`src/rtl/tasd_pkg.sv`:
```
`timescale 1ns / 1ps
`default_nettype none

package tasd_pkg;

  localparam int NUM_KEYS = 12;
  localparam int LED_W    = 12;
  localparam int CFG_IDX_W  = 3;
  localparam int CFG_DATA_W = 17;

  localparam logic [10:0] UPPER_CAM_STEPS   = 11'd133;
  localparam logic [10:0] LOWER_CAM_STEPS   = 11'd128;
  localparam logic [10:0] UPPER_EXTRA_STEPS = 11'd19;
  localparam logic [10:0] LOWER_EXTRA_STEPS = 11'd12;

  localparam logic [7:0]  RST_PHASE_TICKS = 8'd3;
  localparam logic [7:0]  RST_BLINK_TICKS = 8'd25;
  localparam logic [15:0] RST_KEY_TIMEOUT = 16'd15000;
  localparam logic [11:0] RST_SETTLE      = 12'd500;
  localparam logic [12:0] RST_CHECK_HOLD  = 13'd2000;
  localparam logic [16:0] RST_IDLE_REHOME = 17'd60000;
  localparam logic [10:0] RST_HOME_OFFSET = 11'd684;

  typedef enum logic [CFG_IDX_W-1:0] {
    CFG_PHASE_TICKS  = 3'd0,
    CFG_BLINK_TICKS  = 3'd1,
    CFG_KEY_TIMEOUT  = 3'd2,
    CFG_SETTLE       = 3'd3,
    CFG_CHECK_HOLD   = 3'd4,
    CFG_IDLE_REHOME  = 3'd5,
    CFG_HOME_OFFSET  = 3'd6
  } cfg_idx_e;

  typedef struct packed {
    logic [3:0]       cam_coils;
    logic [3:0]       gear_coils;
    logic [LED_W-1:0] key_leds;
    logic             busy_res;
    logic             accepted;
    logic             timed_out;
  } result_t;

  typedef struct packed {
    logic        go;
    logic [1:0]  idx;
    logic [7:0]  tmr;
    logic [10:0] step;
    logic [3:0]  drive;
  } motor_t;

  typedef struct packed {
    logic       go;
    logic [1:0] idx;
    logic [7:0] tmr;
    logic       on;
  } blink_t;

  // full-step patterns, CW 9,C,6,3 and CCW 3,6,C,9
  function automatic logic [3:0] coil_pat(logic cw, logic [1:0] idx);
    logic [3:0] p;
    case ({cw, idx})
      3'b000:  p = 4'h3;
      3'b001:  p = 4'h6;
      3'b010:  p = 4'hC;
      3'b011:  p = 4'h9;
      3'b100:  p = 4'h9;
      3'b101:  p = 4'hC;
      3'b110:  p = 4'h6;
      default: p = 4'h3;
    endcase
    return p;
  endfunction

  // |offset| per key, key index 0..11
  function automatic logic [9:0] key_mag(logic [3:0] kidx);
    logic [9:0] m;
    case (kidx)
      4'd0, 4'd5, 4'd6, 4'd11: m = 10'd688;
      4'd1, 4'd4, 4'd7, 4'd10: m = 10'd452;
      default:                 m = 10'd118;
    endcase
    return m;
  endfunction

  // positive offset moves right (CW)
  function automatic logic key_right(logic [3:0] kidx);
    logic r;
    case (kidx)
      4'd3, 4'd4, 4'd5, 4'd9, 4'd10, 4'd11: r = 1'b1;
      default:                              r = 1'b0;
    endcase
    return r;
  endfunction

  function automatic motor_t motor_step(logic want, logic cw, logic [7:0] ticks,
                                        logic [1:0] idx, logic [7:0] tmr,
                                        logic [10:0] step, logic [3:0] drive);
    motor_t     r;
    logic [7:0] p;
    logic [7:0] t;
    p       = (ticks == 8'd0) ? 8'd1 : ticks;
    r.go    = 1'b1;
    r.idx   = idx;
    r.tmr   = tmr;
    r.step  = step;
    r.drive = drive;
    if (tmr == 8'd0 && idx == 2'd0 && !want) begin
      r.go = 1'b0;
    end else begin
      if (tmr == 8'd0) begin
        r.drive = coil_pat(cw, idx);
        r.idx   = idx + 2'd1;
        t       = p;
      end else begin
        t = tmr;
      end
      r.tmr = t - 8'd1;
      if (r.tmr == 8'd0 && r.idx == 2'd0) begin
        r.step = step + 11'd1;
      end
    end
    return r;
  endfunction

  function automatic blink_t blink_step(logic want, logic [7:0] ticks, logic [1:0] idx,
                                        logic [7:0] tmr, logic on);
    blink_t     r;
    logic [7:0] b;
    logic [7:0] t;
    b     = (ticks == 8'd0) ? 8'd1 : ticks;
    r.go  = 1'b1;
    r.idx = idx;
    r.tmr = tmr;
    r.on  = on;
    if (tmr == 8'd0 && idx == 2'd0 && !want) begin
      r.go = 1'b0;
    end else begin
      if (tmr == 8'd0) begin
        if (idx == 2'd0) begin
          r.on  = 1'b1;
          r.idx = 2'd1;
        end else begin
          r.on  = 1'b0;
          r.idx = 2'd0;
        end
        t = b;
      end else begin
        t = tmr;
      end
      r.tmr = t - 8'd1;
    end
    return r;
  endfunction

endpackage

`default_nettype wire

```
`src/rtl/tasd_if.sv`:
```
`timescale 1ns / 1ps
`default_nettype none

interface tasd_in_if;
  logic        valid;
  logic        ready;
  logic        req_type;
  logic [3:0]  key_number;
  logic        cam_limit;
  logic        gear_limit;
  logic [11:0] key_sensors;

  modport source (output valid, req_type, key_number, cam_limit, gear_limit, key_sensors,
                  input ready);
  modport sink (input valid, req_type, key_number, cam_limit, gear_limit, key_sensors,
                output ready);
endinterface

interface tasd_out_if;
  logic        valid;
  logic        ready;
  logic [3:0]  cam_coils;
  logic [3:0]  gear_coils;
  logic [11:0] key_leds;
  logic        busy_res;
  logic        accepted;
  logic        timed_out;

  modport source (output valid, cam_coils, gear_coils, key_leds, busy_res, accepted,
                  timed_out, input ready);
  modport sink (input valid, cam_coils, gear_coils, key_leds, busy_res, accepted,
                timed_out, output ready);
endinterface

interface tasd_cfg_if;
  logic                             valid;
  logic                             ready;
  logic [tasd_pkg::CFG_IDX_W-1:0]  index;
  logic [tasd_pkg::CFG_DATA_W-1:0] data;

  modport source (output valid, index, data, input ready);
  modport sink (input valid, index, data, output ready);
endinterface

`default_nettype wire

```
`src/rtl/two_axis_stepper_key_dispense_sequencer.sv`:
```
`timescale 1ns / 1ps
`default_nettype none

// channel   dir  handshake            payload
// in_if     in   valid/ready          req_type, key_number, cam_limit, gear_limit, key_sensors
// out_if    out  valid/ready          cam_coils, gear_coils, key_leds, busy_res, accepted,
//                                     timed_out
// cfg_if    in   valid/ready (ready=1) index, data
//
// One request per cycle while in_if.ready is high: the sequencer state updates in the cycle a request is taken.
// The result lands in a two-entry output queue; in_if.ready drops only when both are full.
// Config writes are always taken.
// Reset starts the horizontal homing run with the register defaults loaded.

module two_axis_stepper_key_dispense_sequencer (
  input  wire        clk_i,
  input  wire        rst_ni,
  tasd_in_if.sink    in_if,
  tasd_out_if.source out_if,
  tasd_cfg_if.sink   cfg_if
);

  typedef enum logic [4:0] {
    S_HAPP   = 5'd0,
    S_HSET   = 5'd1,
    S_HOFF   = 5'd2,
    S_IDLE   = 5'd3,
    S_GOUT   = 5'd4,
    S_GOSET  = 5'd5,
    S_CAMOUT = 5'd6,
    S_CLOW   = 5'd7,
    S_CHIGH  = 5'd8,
    S_HOLD   = 5'd9,
    S_CBACK  = 5'd10,
    S_CEXTRA = 5'd11,
    S_CSET   = 5'd12,
    S_GBACK  = 5'd13,
    S_GBSET  = 5'd14
  } state_e;

  localparam logic [16:0] CNT_MAX = 17'h1FFFF;

  // config registers
  logic [7:0]  phase_ticks_q, blink_ticks_q;
  logic [15:0] key_timeout_q;
  logic [11:0] settle_q;
  logic [12:0] check_hold_q;
  logic [16:0] idle_rehome_q;
  logic [10:0] home_offset_q;

  // sequencer state
  state_e      st_q, st_d;
  logic [1:0]  idx_q, idx_d;
  logic [7:0]  tmr_q, tmr_d;
  logic [10:0] step_q, step_d;
  logic [16:0] wt_q, wt_d;
  logic [3:0]  key_q, key_d;
  logic [3:0]  cam_q, cam_d;
  logic [3:0]  gear_q, gear_d;
  logic        blink_q, blink_d;
  logic [16:0] ic_q, ic_d;
  logic        armed_q, armed_d;

  // output queue
  tasd_pkg::result_t fifo_q [2];
  logic              wr_q, rd_q;
  logic [1:0]        cnt_q;

  logic in_fire, out_fire, cfg_fire;
  assign in_fire  = in_if.valid & in_if.ready;
  assign out_fire = out_if.valid & out_if.ready;
  assign cfg_fire = cfg_if.valid & cfg_if.ready;

  assign in_if.ready  = (cnt_q != 2'd2);
  assign cfg_if.ready = 1'b1;

  // current key decode
  logic [3:0] kidx;
  logic       upper, sensor, k_right, key_ok;
  logic [10:0] kmag;
  assign kidx    = (key_q >= 4'd1 && key_q <= 4'd12) ? key_q - 4'd1 : 4'd0;
  assign upper   = (kidx <= 4'd5);
  assign sensor  = in_if.key_sensors[kidx];
  assign k_right = tasd_pkg::key_right(kidx);
  assign kmag    = {1'b0, tasd_pkg::key_mag(kidx)};
  assign key_ok  = (in_if.key_number >= 4'd1) &&
                   ({1'b0, in_if.key_number} <= 5'(tasd_pkg::NUM_KEYS)) &&
                   (in_if.key_number <= 4'd12);

  // shared step unit
  logic               m_want, m_cw, m_cam, g_right, expired;
  tasd_pkg::motor_t   m;
  logic               b_want;
  tasd_pkg::blink_t   b;

  assign expired = (wt_q > {1'b0, key_timeout_q});
  assign g_right = (st_q == S_GOUT) ? k_right : !k_right;

  always_comb begin
    m_want = 1'b0;
    m_cw   = 1'b0;
    m_cam  = 1'b0;
    case (st_q)
      S_HAPP: begin
        m_want = !in_if.gear_limit;
        m_cw   = 1'b1;
      end
      S_HOFF: begin
        m_want = (step_q < home_offset_q);
      end
      S_GOUT, S_GBACK: begin
        m_cw   = g_right;
        m_want = g_right ? ((step_q < kmag) && !((step_q != 11'd0) && in_if.gear_limit))
                         : (step_q < kmag);
      end
      S_CAMOUT: begin
        m_cam  = 1'b1;
        m_cw   = upper;
        m_want = step_q < (upper ? tasd_pkg::UPPER_CAM_STEPS : tasd_pkg::LOWER_CAM_STEPS);
      end
      S_CBACK: begin
        m_cam  = 1'b1;
        m_cw   = !upper;
        m_want = in_if.cam_limit;
      end
      S_CEXTRA: begin
        m_cam  = 1'b1;
        m_cw   = !upper;
        m_want = step_q < (upper ? tasd_pkg::UPPER_EXTRA_STEPS
                                 : tasd_pkg::LOWER_EXTRA_STEPS);
      end
      default: begin
        m_want = 1'b0;
      end
    endcase
  end

  assign m = tasd_pkg::motor_step(m_want, m_cw, phase_ticks_q, idx_q, tmr_q, step_q,
                                  m_cam ? cam_q : gear_q);
  assign b_want = (st_q == S_CLOW) ? (!sensor && !expired) : sensor;
  assign b = tasd_pkg::blink_step(b_want, blink_ticks_q, idx_q, tmr_q, blink_q);

  // sequencer next state
  logic        ent, ent_wt_en, to, acc;
  state_e      ent_st;
  logic [16:0] ent_wt, ic_inc;
  tasd_pkg::result_t res;

  always_comb begin
    st_d      = st_q;
    idx_d     = idx_q;
    tmr_d     = tmr_q;
    step_d    = step_q;
    wt_d      = wt_q;
    key_d     = key_q;
    cam_d     = cam_q;
    gear_d    = gear_q;
    blink_d   = blink_q;
    ic_d      = ic_q;
    armed_d   = armed_q;
    ent       = 1'b0;
    ent_st    = st_q;
    ent_wt_en = 1'b0;
    ent_wt    = 17'd0;
    to        = 1'b0;
    acc       = 1'b0;
    ic_inc    = (ic_q != CNT_MAX) ? ic_q + 17'd1 : ic_q;

    if (in_if.req_type) begin
      if (st_q == S_IDLE && key_ok) begin
        key_d  = in_if.key_number;
        acc    = 1'b1;
        ent    = 1'b1;
        ent_st = S_GOUT;
      end
    end else begin
      case (st_q)
        S_HAPP, S_HOFF, S_GOUT, S_CAMOUT, S_CBACK, S_CEXTRA, S_GBACK: begin
          if (m.go) begin
            idx_d  = m.idx;
            tmr_d  = m.tmr;
            step_d = m.step;
            if (m_cam) begin
              cam_d = m.drive;
            end else begin
              gear_d = m.drive;
            end
          end else begin
            ent = 1'b1;
            case (st_q)
              S_HAPP: begin
                ent_st    = S_HSET;
                ent_wt_en = 1'b1;
                ent_wt    = {5'd0, settle_q};
              end
              S_HOFF: begin
                gear_d = 4'd0;
                ent_st = S_IDLE;
              end
              S_GOUT: begin
                ent_st    = S_GOSET;
                ent_wt_en = 1'b1;
                ent_wt    = {5'd0, settle_q};
              end
              S_CAMOUT: begin
                cam_d     = 4'd0;
                ent_st    = S_CLOW;
                ent_wt_en = 1'b1;
                ent_wt    = 17'd0;
              end
              S_CBACK: begin
                ent_st = S_CEXTRA;
              end
              S_CEXTRA: begin
                cam_d     = 4'd0;
                ent_st    = S_CSET;
                ent_wt_en = 1'b1;
                ent_wt    = {5'd0, settle_q};
              end
              default: begin
                ent_st    = S_GBSET;
                ent_wt_en = 1'b1;
                ent_wt    = {5'd0, settle_q};
              end
            endcase
          end
        end
        S_HSET, S_GOSET, S_HOLD, S_CSET, S_GBSET: begin
          if (wt_q > 17'd1) begin
            wt_d = wt_q - 17'd1;
          end else begin
            wt_d = 17'd0;
            ent  = 1'b1;
            case (st_q)
              S_HSET:  ent_st = S_HOFF;
              S_GOSET: ent_st = S_CAMOUT;
              S_HOLD:  ent_st = S_CBACK;
              S_CSET:  ent_st = S_GBACK;
              default: begin
                gear_d  = 4'd0;
                ent_st  = S_IDLE;
                armed_d = 1'b1;
                ic_d    = 17'd0;
              end
            endcase
          end
        end
        S_CLOW, S_CHIGH: begin
          if (b.go) begin
            idx_d   = b.idx;
            tmr_d   = b.tmr;
            blink_d = b.on;
            if (st_q == S_CLOW && wt_q != CNT_MAX) begin
              wt_d = wt_q + 17'd1;
            end
          end else begin
            ent = 1'b1;
            if (st_q == S_CLOW) begin
              to     = expired;
              ent_st = S_CHIGH;
            end else begin
              ent_st    = S_HOLD;
              ent_wt_en = 1'b1;
              ent_wt    = {4'd0, check_hold_q};
            end
          end
        end
        S_IDLE: begin
          if (armed_q) begin
            ic_d = ic_inc;
            if (ic_inc >= idle_rehome_q) begin
              armed_d = 1'b0;
              ent     = 1'b1;
              ent_st  = S_HAPP;
            end
          end
        end
        default: begin
          cam_d  = 4'd0;
          gear_d = 4'd0;
          ent    = 1'b1;
          ent_st = S_IDLE;
        end
      endcase
    end

    if (ent) begin
      st_d    = ent_st;
      idx_d   = 2'd0;
      tmr_d   = 8'd0;
      step_d  = 11'd0;
      blink_d = 1'b0;
      if (ent_wt_en) begin
        wt_d = ent_wt;
      end
    end

    res.cam_coils  = cam_d;
    res.gear_coils = gear_d;
    res.key_leds   = (blink_d && key_d >= 4'd1 && key_d <= 4'd12) ?
                     (tasd_pkg::LED_W'(1) << (key_d - 4'd1)) : '0;
    res.busy_res   = (st_d != S_IDLE);
    res.accepted   = acc;
    res.timed_out  = to;
  end

  always_ff @(posedge clk_i or negedge rst_ni) begin
    if (!rst_ni) begin
      st_q    <= S_HAPP;
      idx_q   <= 2'd0;
      tmr_q   <= 8'd0;
      step_q  <= 11'd0;
      wt_q    <= 17'd0;
      key_q   <= 4'd0;
      cam_q   <= 4'd0;
      gear_q  <= 4'd0;
      blink_q <= 1'b0;
      ic_q    <= 17'd0;
      armed_q <= 1'b0;
    end else if (in_fire) begin
      st_q    <= st_d;
      idx_q   <= idx_d;
      tmr_q   <= tmr_d;
      step_q  <= step_d;
      wt_q    <= wt_d;
      key_q   <= key_d;
      cam_q   <= cam_d;
      gear_q  <= gear_d;
      blink_q <= blink_d;
      ic_q    <= ic_d;
      armed_q <= armed_d;
    end
  end

  always_ff @(posedge clk_i or negedge rst_ni) begin
    if (!rst_ni) begin
      phase_ticks_q <= tasd_pkg::RST_PHASE_TICKS;
      blink_ticks_q <= tasd_pkg::RST_BLINK_TICKS;
      key_timeout_q <= tasd_pkg::RST_KEY_TIMEOUT;
      settle_q      <= tasd_pkg::RST_SETTLE;
      check_hold_q  <= tasd_pkg::RST_CHECK_HOLD;
      idle_rehome_q <= tasd_pkg::RST_IDLE_REHOME;
      home_offset_q <= tasd_pkg::RST_HOME_OFFSET;
    end else if (cfg_fire) begin
      case (cfg_if.index)
        tasd_pkg::CFG_PHASE_TICKS: phase_ticks_q <= cfg_if.data[7:0];
        tasd_pkg::CFG_BLINK_TICKS: blink_ticks_q <= cfg_if.data[7:0];
        tasd_pkg::CFG_KEY_TIMEOUT: key_timeout_q <= cfg_if.data[15:0];
        tasd_pkg::CFG_SETTLE:      settle_q      <= cfg_if.data[11:0];
        tasd_pkg::CFG_CHECK_HOLD:  check_hold_q  <= cfg_if.data[12:0];
        tasd_pkg::CFG_IDLE_REHOME: idle_rehome_q <= cfg_if.data[16:0];
        tasd_pkg::CFG_HOME_OFFSET: home_offset_q <= cfg_if.data[10:0];
        default: ;
      endcase
    end
  end

  // output queue
  always_ff @(posedge clk_i or negedge rst_ni) begin
    if (!rst_ni) begin
      wr_q  <= 1'b0;
      rd_q  <= 1'b0;
      cnt_q <= 2'd0;
    end else begin
      if (in_fire) begin
        wr_q <= ~wr_q;
      end
      if (out_fire) begin
        rd_q <= ~rd_q;
      end
      if (in_fire && !out_fire) begin
        cnt_q <= cnt_q + 2'd1;
      end else if (!in_fire && out_fire) begin
        cnt_q <= cnt_q - 2'd1;
      end
    end
  end

  always_ff @(posedge clk_i) begin
    if (in_fire) begin
      fifo_q[wr_q] <= res;
    end
  end

  assign out_if.valid      = (cnt_q != 2'd0);
  assign out_if.cam_coils  = fifo_q[rd_q].cam_coils;
  assign out_if.gear_coils = fifo_q[rd_q].gear_coils;
  assign out_if.key_leds   = fifo_q[rd_q].key_leds;
  assign out_if.busy_res   = fifo_q[rd_q].busy_res;
  assign out_if.accepted   = fifo_q[rd_q].accepted;
  assign out_if.timed_out  = fifo_q[rd_q].timed_out;

  a_start: assert property (@(posedge clk_i) disable iff (!rst_ni)
    in_fire && in_if.req_type && st_q == S_IDLE && key_ok |=> st_q == S_GOUT)
    else $error("dispense request did not start the sequence");

  a_idle_released: assert property (@(posedge clk_i) disable iff (!rst_ni)
    st_q == S_IDLE |-> cam_q == 4'd0 && gear_q == 4'd0)
    else $error("coils driven while idle");

  a_wait_clean: assert property (@(posedge clk_i) disable iff (!rst_ni)
    (st_q == S_IDLE || st_q == S_HOLD || st_q == S_CSET) |-> idx_q == 2'd0 && tmr_q == 8'd0)
    else $error("phase state left over in a pause");

  a_queue_count: assert property (@(posedge clk_i) disable iff (!rst_ni)
    in_fire && !out_fire |=> cnt_q == $past(cnt_q) + 2'd1)
    else $error("output queue lost a result");

  a_no_overfill: assert property (@(posedge clk_i) disable iff (!rst_ni)
    cnt_q == 2'd2 && !out_fire |=> cnt_q == 2'd2 && $stable(wr_q))
    else $error("output queue overwritten");

endmodule

`default_nettype wire
```
`src/flat_wrapper.sv`:
```
// flat-port wrapper written by rule: the top's interface ports become plain ports
module two_axis_stepper_key_dispense_sequencer_flat 
  (clk_i, rst_ni, in_if_valid, in_if_req_type, in_if_key_number, in_if_cam_limit, in_if_gear_limit, in_if_key_sensors, in_if_ready, out_if_valid, out_if_cam_coils, out_if_gear_coils, out_if_key_leds, out_if_busy_res, out_if_accepted, out_if_timed_out, out_if_ready, cfg_if_valid, cfg_if_index, cfg_if_data, cfg_if_ready);
  tasd_in_if in_if_i ();
  tasd_out_if out_if_i ();
  tasd_cfg_if cfg_if_i ();
  input  wire clk_i;
  input  wire rst_ni;
  input wire logic [$bits(in_if_i.valid)-1:0] in_if_valid;
  input wire logic [$bits(in_if_i.req_type)-1:0] in_if_req_type;
  input wire logic [$bits(in_if_i.key_number)-1:0] in_if_key_number;
  input wire logic [$bits(in_if_i.cam_limit)-1:0] in_if_cam_limit;
  input wire logic [$bits(in_if_i.gear_limit)-1:0] in_if_gear_limit;
  input wire logic [$bits(in_if_i.key_sensors)-1:0] in_if_key_sensors;
  output wire logic [$bits(in_if_i.ready)-1:0] in_if_ready;
  output wire logic [$bits(out_if_i.valid)-1:0] out_if_valid;
  output wire logic [$bits(out_if_i.cam_coils)-1:0] out_if_cam_coils;
  output wire logic [$bits(out_if_i.gear_coils)-1:0] out_if_gear_coils;
  output wire logic [$bits(out_if_i.key_leds)-1:0] out_if_key_leds;
  output wire logic [$bits(out_if_i.busy_res)-1:0] out_if_busy_res;
  output wire logic [$bits(out_if_i.accepted)-1:0] out_if_accepted;
  output wire logic [$bits(out_if_i.timed_out)-1:0] out_if_timed_out;
  input wire logic [$bits(out_if_i.ready)-1:0] out_if_ready;
  input wire logic [$bits(cfg_if_i.valid)-1:0] cfg_if_valid;
  input wire logic [$bits(cfg_if_i.index)-1:0] cfg_if_index;
  input wire logic [$bits(cfg_if_i.data)-1:0] cfg_if_data;
  output wire logic [$bits(cfg_if_i.ready)-1:0] cfg_if_ready;
  assign in_if_i.valid = in_if_valid;
  assign in_if_i.req_type = in_if_req_type;
  assign in_if_i.key_number = in_if_key_number;
  assign in_if_i.cam_limit = in_if_cam_limit;
  assign in_if_i.gear_limit = in_if_gear_limit;
  assign in_if_i.key_sensors = in_if_key_sensors;
  assign in_if_ready = in_if_i.ready;
  assign out_if_valid = out_if_i.valid;
  assign out_if_cam_coils = out_if_i.cam_coils;
  assign out_if_gear_coils = out_if_i.gear_coils;
  assign out_if_key_leds = out_if_i.key_leds;
  assign out_if_busy_res = out_if_i.busy_res;
  assign out_if_accepted = out_if_i.accepted;
  assign out_if_timed_out = out_if_i.timed_out;
  assign out_if_i.ready = out_if_ready;
  assign cfg_if_i.valid = cfg_if_valid;
  assign cfg_if_i.index = cfg_if_index;
  assign cfg_if_i.data = cfg_if_data;
  assign cfg_if_ready = cfg_if_i.ready;
  two_axis_stepper_key_dispense_sequencer u_core (.clk_i(clk_i), .rst_ni(rst_ni), .in_if(in_if_i), .out_if(out_if_i), .cfg_if(cfg_if_i));
endmodule
```
`config.mk`:
```
export PLATFORM = sky130hd
export DESIGN_NAME = two_axis_stepper_key_dispense_sequencer_flat
export DESIGN_NICKNAME = d
export VERILOG_FILES = /design/src/rtl/tasd_pkg.sv /design/src/rtl/tasd_if.sv /design/src/rtl/two_axis_stepper_key_dispense_sequencer.sv /design/src/flat_wrapper.sv
export SDC_FILE = /design/constraint.sdc
export NUM_CORES = 1
export LEC_CHECK = 0
export BUFFER_PORTS_ARGS = -buffer_cell sky130_fd_sc_hd__buf_2
export CAP_MARGIN = 15
export CELL_PAD_IN_SITES_DETAIL_PLACEMENT = 0
export CELL_PAD_IN_SITES_GLOBAL_PLACEMENT = 1
export CORE_ASPECT_RATIO = 1.75
export CORE_MARGIN = 3
export CORE_UTILIZATION = 42
export DETAILED_ROUTE_END_ITERATION = 12
export GPL_ROUTABILITY_DRIVEN = 0
export PLACE_DENSITY_LB_ADDON = 0.1
export SLEW_MARGIN = 20
export SYNTH_ARGS = -nofsm -noshare
export SYNTH_HDL_FRONTEND = slang
export SYNTH_SLANG_ARGS = --single-unit
```
`constraint.sdc`:
```
create_clock -name clk_i -period 6.25 [get_ports clk_i]
set_input_delay 0.625 -clock clk_i [delete_from_list [all_inputs] [get_ports clk_i]]
set_output_delay 0.625 -clock clk_i [all_outputs]
set_load 0.03 [all_outputs]
```
## Word level (Yosys, flattened, before mapping)

Memory sizes are Yosys's and may differ from the RTL's.
Cells that the tools add are included.

| word-level totals | value |
|---|---|
| register bits | 163 |
| bits in latches | 0 |
| RAM bits | 46 |
| ROM bits | 128 |
| input port bits | 44 |
| output and inout port bits | 26 |
| memories kept | 2 |

| operators by class | value |
|---|---|
| add/subtract/negate cells | 11 |
| $mul | 0 |
| div/mod/pow operators | 0 |
| order comparisons | 16 |
| eq/ne operators | 44 |
| shift-type cells | 1 |
| multiplexer cells | 119 |
| bitwise gates (word level) | 5 |
| reductions and logical operators | 69 |

Memory list:

| memory | depth | width | read ports | clocked after Yosys merged registers in | write ports | line | text |
|---|---|---|---|---|---|---|---|
| (name not given) | 16 | 8 | 1 | 0 | 0 | tasd_pkg.sv:77 | `case (kidx)` |
| u_core.fifo_q | 2 | 23 | 1 | 0 | 1 | two_axis_stepper_key_dispense_sequencer.sv:65 | `tasd_pkg::result_t fifo_q [2];` |

Operators by type and width:

| cell | count |
|---|---|
| 17-bit 2-to-1 mux | 13 |
| 17-bit one-hot mux with 2 select lines | 3 |
| 8-bit 2-to-1 mux | 10 |
| 4-bit 2-to-1 mux | 15 |
| 11-bit 2-to-1 mux | 5 |
| 5-bit 2-to-1 mux | 9 |
| 1-bit 2-to-1 mux | 37 |
| 5-bit by 4-bit == test with 1-bit output (second input constant) | 7 |
| 17-bit by 1-bit adder with 17-bit output (second input constant) | 2 |
| 17-bit != test (second input constant) | 2 |
| 11-bit less-than comparator | 3 |
| 8-bit zero test | 4 |
| 12-bit 2-to-1 mux | 2 |
| 4-bit one-hot mux with 3 select lines | 2 |
| 4-bit one-hot mux with 6 select lines | 1 |
| 5-bit by 3-bit == test with 1-bit output (second input constant) | 4 |
| 5-bit one-hot mux with 4 select lines | 1 |
| 3-bit == test (second input constant) | 6 |
| 2-bit 2-to-1 mux | 9 |
| 17-bit greater-or-equal comparator | 1 |
| 17-bit by 1-bit greater-than comparator with 1-bit output (second input constant) | 1 |
| 17-bit by 16-bit greater-than comparator with 1-bit output | 1 |
| 17-bit by 1-bit subtractor with 17-bit output (second input constant) | 1 |
| 4-bit <= comparator (second input constant) | 4 |
| other kinds (52) | 122 |

## Longest topological paths before layout

Gate-level depths: netlist of run 1.

| logic depth | value |
|---|---|
| depth after elaboration | 21 |
| depth in mapped cells | 24 |
| gate-level depth less buffers | 21 |

## Worst setup path before layout of run 1

Ideal clock, no wire load.

| timing | value |
|---|---|
| path kind | reg2reg |
| start point | register u_core.key_q[0] |
| end point | memory u_core.fifo_q[0][17] (netlist name) (data pin) |
| setup time | 260 ps |
| arrival time | 4847 ps |
| slack | 1143 ps |
| stages on the path, launching flop included | 21 |
| buffers on the path | 1 |
| cell sequence | dfrtp_1 inv_1 ha_1 or4b_1 clkbuf_1 nand2_1 nor2_1 ha_1 or3_4 and2_1 inv_1 ha_1 a21oi_1 nand3_1 or4_1 a31oi_1 a211oi_4 mux2_4 a2111oi_4 nand2_2 a22o_1 |

| between the ends | value |
|---|---|
| cells in the longest elaborated chain, start to end | 17 |
| elaborated cells between the ends (all ways) | 44 |
| those cells by class | 1 x add/sub; 6 x order compare; 12 x eq/ne; 14 x mux; 10 x reduce/logical; 1 x memory |

RTL lines:

| what | line | text |
|---|---|---|
| from (decl) | two_axis_stepper_key_dispense_sequencer.sv:57 | `logic [3:0] key_q, key_d;` |
| from (signal assigned) | two_axis_stepper_key_dispense_sequencer.sv:326 | `key_q <= key_d;` |
| 4-bit by 1-bit greater-or-equal comparator with 1-bit output or 4-bit <= comparator (tied branches) | two_axis_stepper_key_dispense_sequencer.sv:81 | `assign kidx = (key_q >= 4'd1 && key_q <= 4'd12) ? key_q - 4'd1 : 4'd0;` |
| 1-bit logical AND | two_axis_stepper_key_dispense_sequencer.sv:81 |  |
| 4-bit 2-to-1 mux * | two_axis_stepper_key_dispense_sequencer.sv:81 |  |
| parallel branches: the longest is 11 deep, another holds 11-bit by 10-bit less-than comparator with 1-bit output | - |  |
| 4-bit 2-to-1 mux * | two_axis_stepper_key_dispense_sequencer.sv:179 | `if (m.go) begin` |
| 4-bit one-hot mux with 3 select lines * | two_axis_stepper_key_dispense_sequencer.sv:177 | `case (st_q)` |
| 4-bit 2-to-1 mux * | two_axis_stepper_key_dispense_sequencer.sv:169 | `if (in_if.req_type) begin` |
| net u_core.gear_d[2] | two_axis_stepper_key_dispense_sequencer.sv:59 | `logic [3:0] gear_q, gear_d;` |
| to (decl) | two_axis_stepper_key_dispense_sequencer.sv:65 |  |

Mark *: on every way through the listed nets, which the timed path passes.

==> results of run 1 <==
-- cells by family after synthesis --
kind of cell	Yosys count	synth area share, %
xor+xnor	45	2.89
compound gates	368	18.2
fa+ha+maj	78	7.15
flops	209	40.4
mux	111	9.12
buf+inv	141	4.17
other cells	1	0.0275
simple gates	481	18.1
-- registers in the layout, indices dropped and copies added, names as in the netlist, 12 cells and up --
| register | cells |
|---|---|
| u_core.settle_q | 12 |
| u_core.key_timeout_q | 16 |
| u_core.wt_q | 17 |
| u_core.check_hold_q | 13 |
| u_core.fifo_q | 46 |
| u_core.ic_q | 17 |
| u_core.idle_rehome_q | 17 |
-- path summary, 6_finish.rpt --
| path | endpoint | startpoint | depth (start not counted) | slack (ns) |
|---|---|---|---|---|
| setup / recovery | u_core.fifo_q[1][5]$_DFFE_PP_ | u_core.key_q[1]$_DFFE_PN0P_ | 19 | 0.65 |
| hold / removal | u_core.key_timeout_q[15]$_DFFE_PN0P_ | cfg_if_data[15] | 3 | 0.33 |
| setup reg to reg | u_core.fifo_q[1][5]$_DFFE_PP_ | u_core.key_q[1]$_DFFE_PN0P_ | 19 | 0.65 |
| hold reg to reg | u_core.cnt_q[1]$_DFFE_PN0P_ | u_core.cnt_q[1]$_DFFE_PN0P_ | 1 | 0.50 |
| max in group asynchronous | u_core.settle_q[1]$_DFFE_PN0P_ | rst_ni | 3 | 4.45 |
| min in group asynchronous | u_core.key_q[3]$_DFFE_PN0P_ | rst_ni | 2 | 0.56 |
-- power groups by stage --
stage	Clock, mW	Sequential (mW)	Combinational (mW)
finish	1.32	2.18	2.95
global route	1.41	2.23	3.27
CTS	1.36	2.17	2.95
detailed placement	0	2.19	2.94
global placement	0	2.19	2.91
floorplan	0	1.95	2.30
-- timing repair --
action,4_1_cts,5_1_grt
gates resized for setup,0,0
hold buffers,1,0
endpoints found under the hold margin,29,0
-- critical path: stages (launching register included) --
cell	delay, ns
dfrtp_1	0.44
inv_1	0.12
ha_1	0.31
or4b_1	0.57
nand2_1	0.10
nor2_1	0.09
ha_1	0.25
or3_4	0.43
and2_1	0.22
inv_1	0.11
ha_1	0.25
a21oi_1	0.13
nand3_1	0.11
or4_1	0.42
a31oi_1	0.41
a211o_1	0.28
nand3_2	0.18
a211oi_2	0.44
o21ai_0	0.29
nor2_1	0.25
-- synth_stat cells (all sizes together) (11+ instances only) --
master,number
and3,15
and2,11
a21oi,81
clkbuf,52
o21ai,98
a31oi,27
xnor2,22
nor3,37
nor2b,19
nor3b,13
nand2b,17
buf,21
a21o,17
nand4,30
o211ai,15
nor2,113
nand2,131
a22oi,11
edfxtp,46
xor2,23
mux2,103
inv,65
dfstp,36
nand3,32
o31ai,13
dfrtp,127
nor4,18
a211oi,20
ha,78
-- per-layer routing --
| metal | up-vias | track usage (%) | part of all wire [%] |
|---|---|---|---|
| met2 | 297 | 45.0 | 55 |
| met5 | - | 0 | 0 |
| li1 | 5366 | - | - |
| met1 | 5448 | 24.3 | 36 |
| met3 | 98 | 1.84 | 3.1 |
| met4 | 0 | 12.0 | 5.7 |
-- final cells by class --
cell class	instances	area [sq um]	area share, %
Clock inverter	10	83.8	0.556
Clock buffer	30	632	4.19
Sequential cell	209	5510	36.5
Timing Repair Buffer	88	507	3.36
Inverter	68	255	1.69
Multi-Input combinational cell	1084	7590	50.4
Tap cell	396	495	3.29
==> results.md, run 1 <==
- First-pass detailed-route iteration total: 5
- Final period utilization: between 80% and 90%
- Overall power: roughly 6.4 mW
- Vias in the first global route: between 10,000 and 15,000
- Pwr/cell area: about 430 nW/um^2
- Worst vdd ir: 0.000209 V
- I/O Buffers: 68
- Crit-path max FO: 8
- Startpoint Class: flip-flop
- Worst Max-Slew Pin Slew: 1.07 ns
- Final Max Slew Viols: 0
- Cell Int Power: about 3.6 mW
- CP Capture Type: flip-flop
- Die width: between 100 and 150 um
- Global route overflow: 0
- Req. time, crit path: around 6.6 ns
- Gr usage total: 23.2%
- Top cell type's share of synthesized area: 23.3%
- Deepest clock path buffer count: 3
- Fill cell count: between 3,000 and 4,000
- Via count: between 10,000 and 15,000
- DP Area: ~14,000 sq um
- Initial DRC count: 693
- Avg WL per Cell: between 20 and 25 um
- Clk network pwr share: 20.4%
- Die Height: about 240 um
- Pin count of the biggest net entering global routing: 72
- Initial cell density of the core: 43.0%
- Synth warnings: 0
- Switch share: a little over two fifths
- Nets: 1,595
- Ratio of cells with drive above 1 in the final layout: approximately a fifth
- Avg Vias per Cell: between 5 and 6
- Pre-CTS setup slack: 0.685 ns
- Max Freq: roughly 180 MHz
- DIE AREA: between 30,000 and 40,000 sq um
- Leakage: approximately 6.3 nW
- Syn_nets: approximately 1,600
- Worst slew margin: approximately 28%
- Synth-to-Final Area Change: 10.5%
- Clock sink total: between 200 and 250
- Clock Root Buffer: clkbuf_16
- RSZ-0062 raised after global routing: no
- Flops & latches, synth: between 200 and 250
- Cells after synthesis: 1,434
- Placed wire-length estimate: 30.9 mm
- Fin area: between 15,000 and 20,000 sq um
- Final worst-path setup slack: 0.645 ns
- Dominant synthesized flop cell: dfrtp_1
- EDFF count, synth: between 40 and 50
- Ys async rst share: between 70 and 80%
- Mapped cell area: 13,600 sq um
- Gate power share: a little under half
- Total Routed Length: ~41 mm
- # setup viols final: 0
- Initial antenna violation count: 0
- MaxCap Viol Count: 0
- WHS: around 0.33 ns
- Syn_area_per_cell: between 9 and 10 sq um
- Synth unique cells: ~100
- CTS Buf Count: 22
- Count of endpoints failing hold in the final timing report: 0
- Critical path class: flip-flop to flip-flop
- Status: complete, no violations
- Row cnt: 86
- Diodes inserted: 0
- Net Switching: ~2.8 mW
- H-tree Lvls: 1
- Post-CTS setup buffers: 0
- Hold Crit Class: input port to flip-flop
- Final Critical Period: between 5 and 6 ns
- Most frequent cells in the layout: 130 x nand2_1, 127 x dfrtp_1, 110 x nor2_1
- Ranking of synthesized cells by area: dfrtp_1 23%, edfxtp_1 10%, mux2_2 8.4%
- Commonest non-fill, non-tap cell in the layout: nand2_1
- Post-Layout Cell Count: around 1,900
- Remaining DRCs: 0
- Clock Skews: roughly 0.012 ns
- Worst path arrival time: 5.95 ns
- Sequential share of power: between 30 and 40%
- Synth area leader: dfrtp_1
- Seq/Total Area, Yosys: 40.4%
- Core Box Area: between 30,000 and 40,000 sq um
- First-pass GRT wire length: around 64 mm
- Ports: 70
- Worst skew pair latency: roughly 0.52 ns
- Antenna-violating nets left: 0
- CTS tree: done
- Cells after DPL: ~1,800
- Setup TNS: 0 ns
- Clk slew on worst S/H paths: around 0.06 ns
- Final core occ: a little under half
(Power assumes the default switching activity.)
==> run 2: changes to the inputs <==
--- a/config.mk
+++ b/config.mk
@@ -11,7 +11,7 @@
 export CELL_PAD_IN_SITES_GLOBAL_PLACEMENT = 1
 export CORE_ASPECT_RATIO = 1.75
 export CORE_MARGIN = 3
-export CORE_UTILIZATION = 42
+export CORE_UTILIZATION = 49
 export DETAILED_ROUTE_END_ITERATION = 12
 export GPL_ROUTABILITY_DRIVEN = 0
 export PLACE_DENSITY_LB_ADDON = 0.1
==> run 2 against run 1 <==
Compared with the run above: register-to-register slack worse by 0.05 ns; cell count decreased by 1.4%; sequential cell count unchanged; clock power decreased by 5%; non-clock buffer count grew 2; critical path type unchanged.
==> results.md, run 2 (same netlist as run 1, synthesis figures left out) <==
- CP Capture Type: flip-flop
- Initial DRC count: 791
- WL met1: 14.0 mm
- Post-CTS setup buffers: 0
- H-tree Lvls: 1
- Final Max Slew Viols: 0
- Initial cell density of the core: between 40 and 50%
- Ratio of cells with drive above 1 in the final layout: just over 20%
- Req. time, crit path: 6.52 ns
- Die Height: ~230 um
- Overall power: roughly 6.4 mW
- Pre-CTS setup slack: ~0.6 ns
- Max reg flops: 46
- Synth-to-Final Area Change: 9.89%
- Status: complete, no violations
- Pwr/cell area: between 400 and 500 nW/um^2
- Deepest clock path buffer count: 3
- RR Startpoint: u_core.key_q[0]$_DFFE_PN0P_
- Vias in the first global route: ~11,000
- Avg WL per Cell: roughly 21 um
- First-pass detailed-route iteration total: 6
- Fin area: 15,000 sq um
- Hold Crit Class: input port to asynchronous set/reset pin
- Top Metal Used: met4
- Clock Skews: roughly 0.015 ns
- Remaining DRCs: 0
- Clock sink total: about 210
- I/O Buffers: slightly below 70
- Count of endpoints failing hold in the final timing report: 0
- CTS Buf Count: 21
- Largest register by flop count: u_core.fifo_q
- Final worst-path setup slack: just under 0.6 ns
- Worst slew margin: about a quarter
- Die width: between 100 and 150 um
- Nets: between 1,500 and 2,000
- Crit-path max FO: 13
- Critical path class: flip-flop to flip-flop
- CP endpoint: u_core.fifo_q[1][17]$_DFFE_PP_
- RSZ-0062 raised after global routing: no
- Antenna-violating nets left: 0
- DIE AREA: ~30,000 sq um
- Final period utilization: about nine tenths
- R2r setup slk: slightly below 0.6 ns
- Avg Vias per Cell: 6.06
- Total Routed Length: 39.6 mm
- Diodes inserted: 0
- Via count: around 11,000
- CTS tree: done
- DP Area: 14,300 sq um
- DR WL met2: 21.5 mm
- Row cnt: 80
- Worst vdd ir: 0.000297 V
- MaxCap Viol Count: 0
- First-pass GRT wire length: around 62 mm
- Gr usage total: 26.4%
- Clock Root Buffer: clkbuf_16
- WHS: about 0.0046 ns
- Ports: 70
- Post-CTS sizing: 0
- R2R cell count: 20
- Max Freq: 177 MHz
- Worst Max-Slew Pin Slew: 1.10 ns
- Worst skew pair latency: 0.53 ns
- Worst path arrival time: ~6 ns
- Pin count of the biggest net entering global routing: between 60 and 70
- Hold-fix buffers at CTS: 0
- Most frequent cells in the layout: 130 x nand2_1, 127 x dfrtp_1, 110 x nor2_1
- Final Critical Period: between 5 and 6 ns
- Placed wire-length estimate: approximately 30 mm
- Commonest non-fill, non-tap cell in the layout: nand2_1
- # setup viols final: 0
- Initial antenna violation count: 0
- Clk slew on worst S/H paths: 0.06 ns
- Global route overflow: 0
- CP startpoint: u_core.key_q[0]$_DFFE_PN0P_
- Critical R2R Capture: u_core.fifo_q[1][17]$_DFFE_PP_
- Setup TNS: 0 ns
- Leakage: ~6.3 nW
- Startpoint Class: flip-flop
- Core Box Area: 27,300 sq um
- Met3 WL: between 1.5 and 2 mm
run 2: report_power, final:
| part | total, mW | switching [mW] | internal [mW] |
|---|---|---|---|
| logic | 2.97 | 1.86 | 1.11 |
| clock network | 1.26 | 0.547 | 0.716 |
| registers | 2.13 | 0.367 | 1.77 |
run 2: per-stage QoR:
stage,utilization [%],instances
after CTS,54.8,1857
after global routing,54.9,1858
after detailed placement,52.3,1819
after global placement,52.3,1819
final,54.9,1858
after floorplan,-,1434
run 2: layout make-up:
| class | count | area (sq um) |
|---|---|---|
| clock inverters | 12 | 118 |
| flip-flops and latches | 209 | 5510 |
| well taps | 369 | 462 |
| multi-input cells | 1084 | 7580 |
| clock buffers | 26 | 554 |
| inverters | 68 | 255 |
| repair buffers | 90 | 515 |
| fillers | 2549 | 12300 |
run 2: worst max-delay path: stages (launching register included):
cell       delay (ns)
dfrtp_1          0.37
inv_1            0.17
ha_1             0.33
or4b_1           0.57
and2_1           0.23
nand2_1          0.17
ha_1             0.28
nor2_1           0.15
a21oi_1          0.05
o21ai_0          0.26
ha_1             0.31
nand4b_1         0.14
nor3_1           0.06
a211oi_1         0.28
o211ai_1         0.13
a221oi_2         0.42
a211oi_4         0.26
mux2_4           0.37
a2111oi_4        0.45
nand2_2          0.14
a22o_1           0.26
run 2: how the worst min path moves through the flow:
stage	startpoint	to	slack, ns	depth (start not counted)
5_1_grt	rst_ni	u_core.step_q[5]$_DFFE_PN0P_	0.04	1
4_1_cts	rst_ni	u_core.step_q[0]$_DFFE_PN0P_	0.02	1
2_1_floorplan	rst_ni	u_core.armed_q$_DFFE_PN0P_	0.33	0
6_report	rst_ni	u_core.step_q[3]$_DFFE_PN0P_	0.005	1
3_3_place_gp	u_core.cnt_q[1]$_DFFE_PN0P_	u_core.cnt_q[1]$_DFFE_PN0P_	0.48	1
3_5_place_dp	u_core.cnt_q[1]$_DFFE_PN0P_	u_core.cnt_q[1]$_DFFE_PN0P_	0.48	1
run 2: per-layer routing:
layer	vias up	track usage (%)
met5	-	0
li1	5356	-
met4	0	15.2
met2	350	50.9
met1	5443	27.7
met3	117	2.40
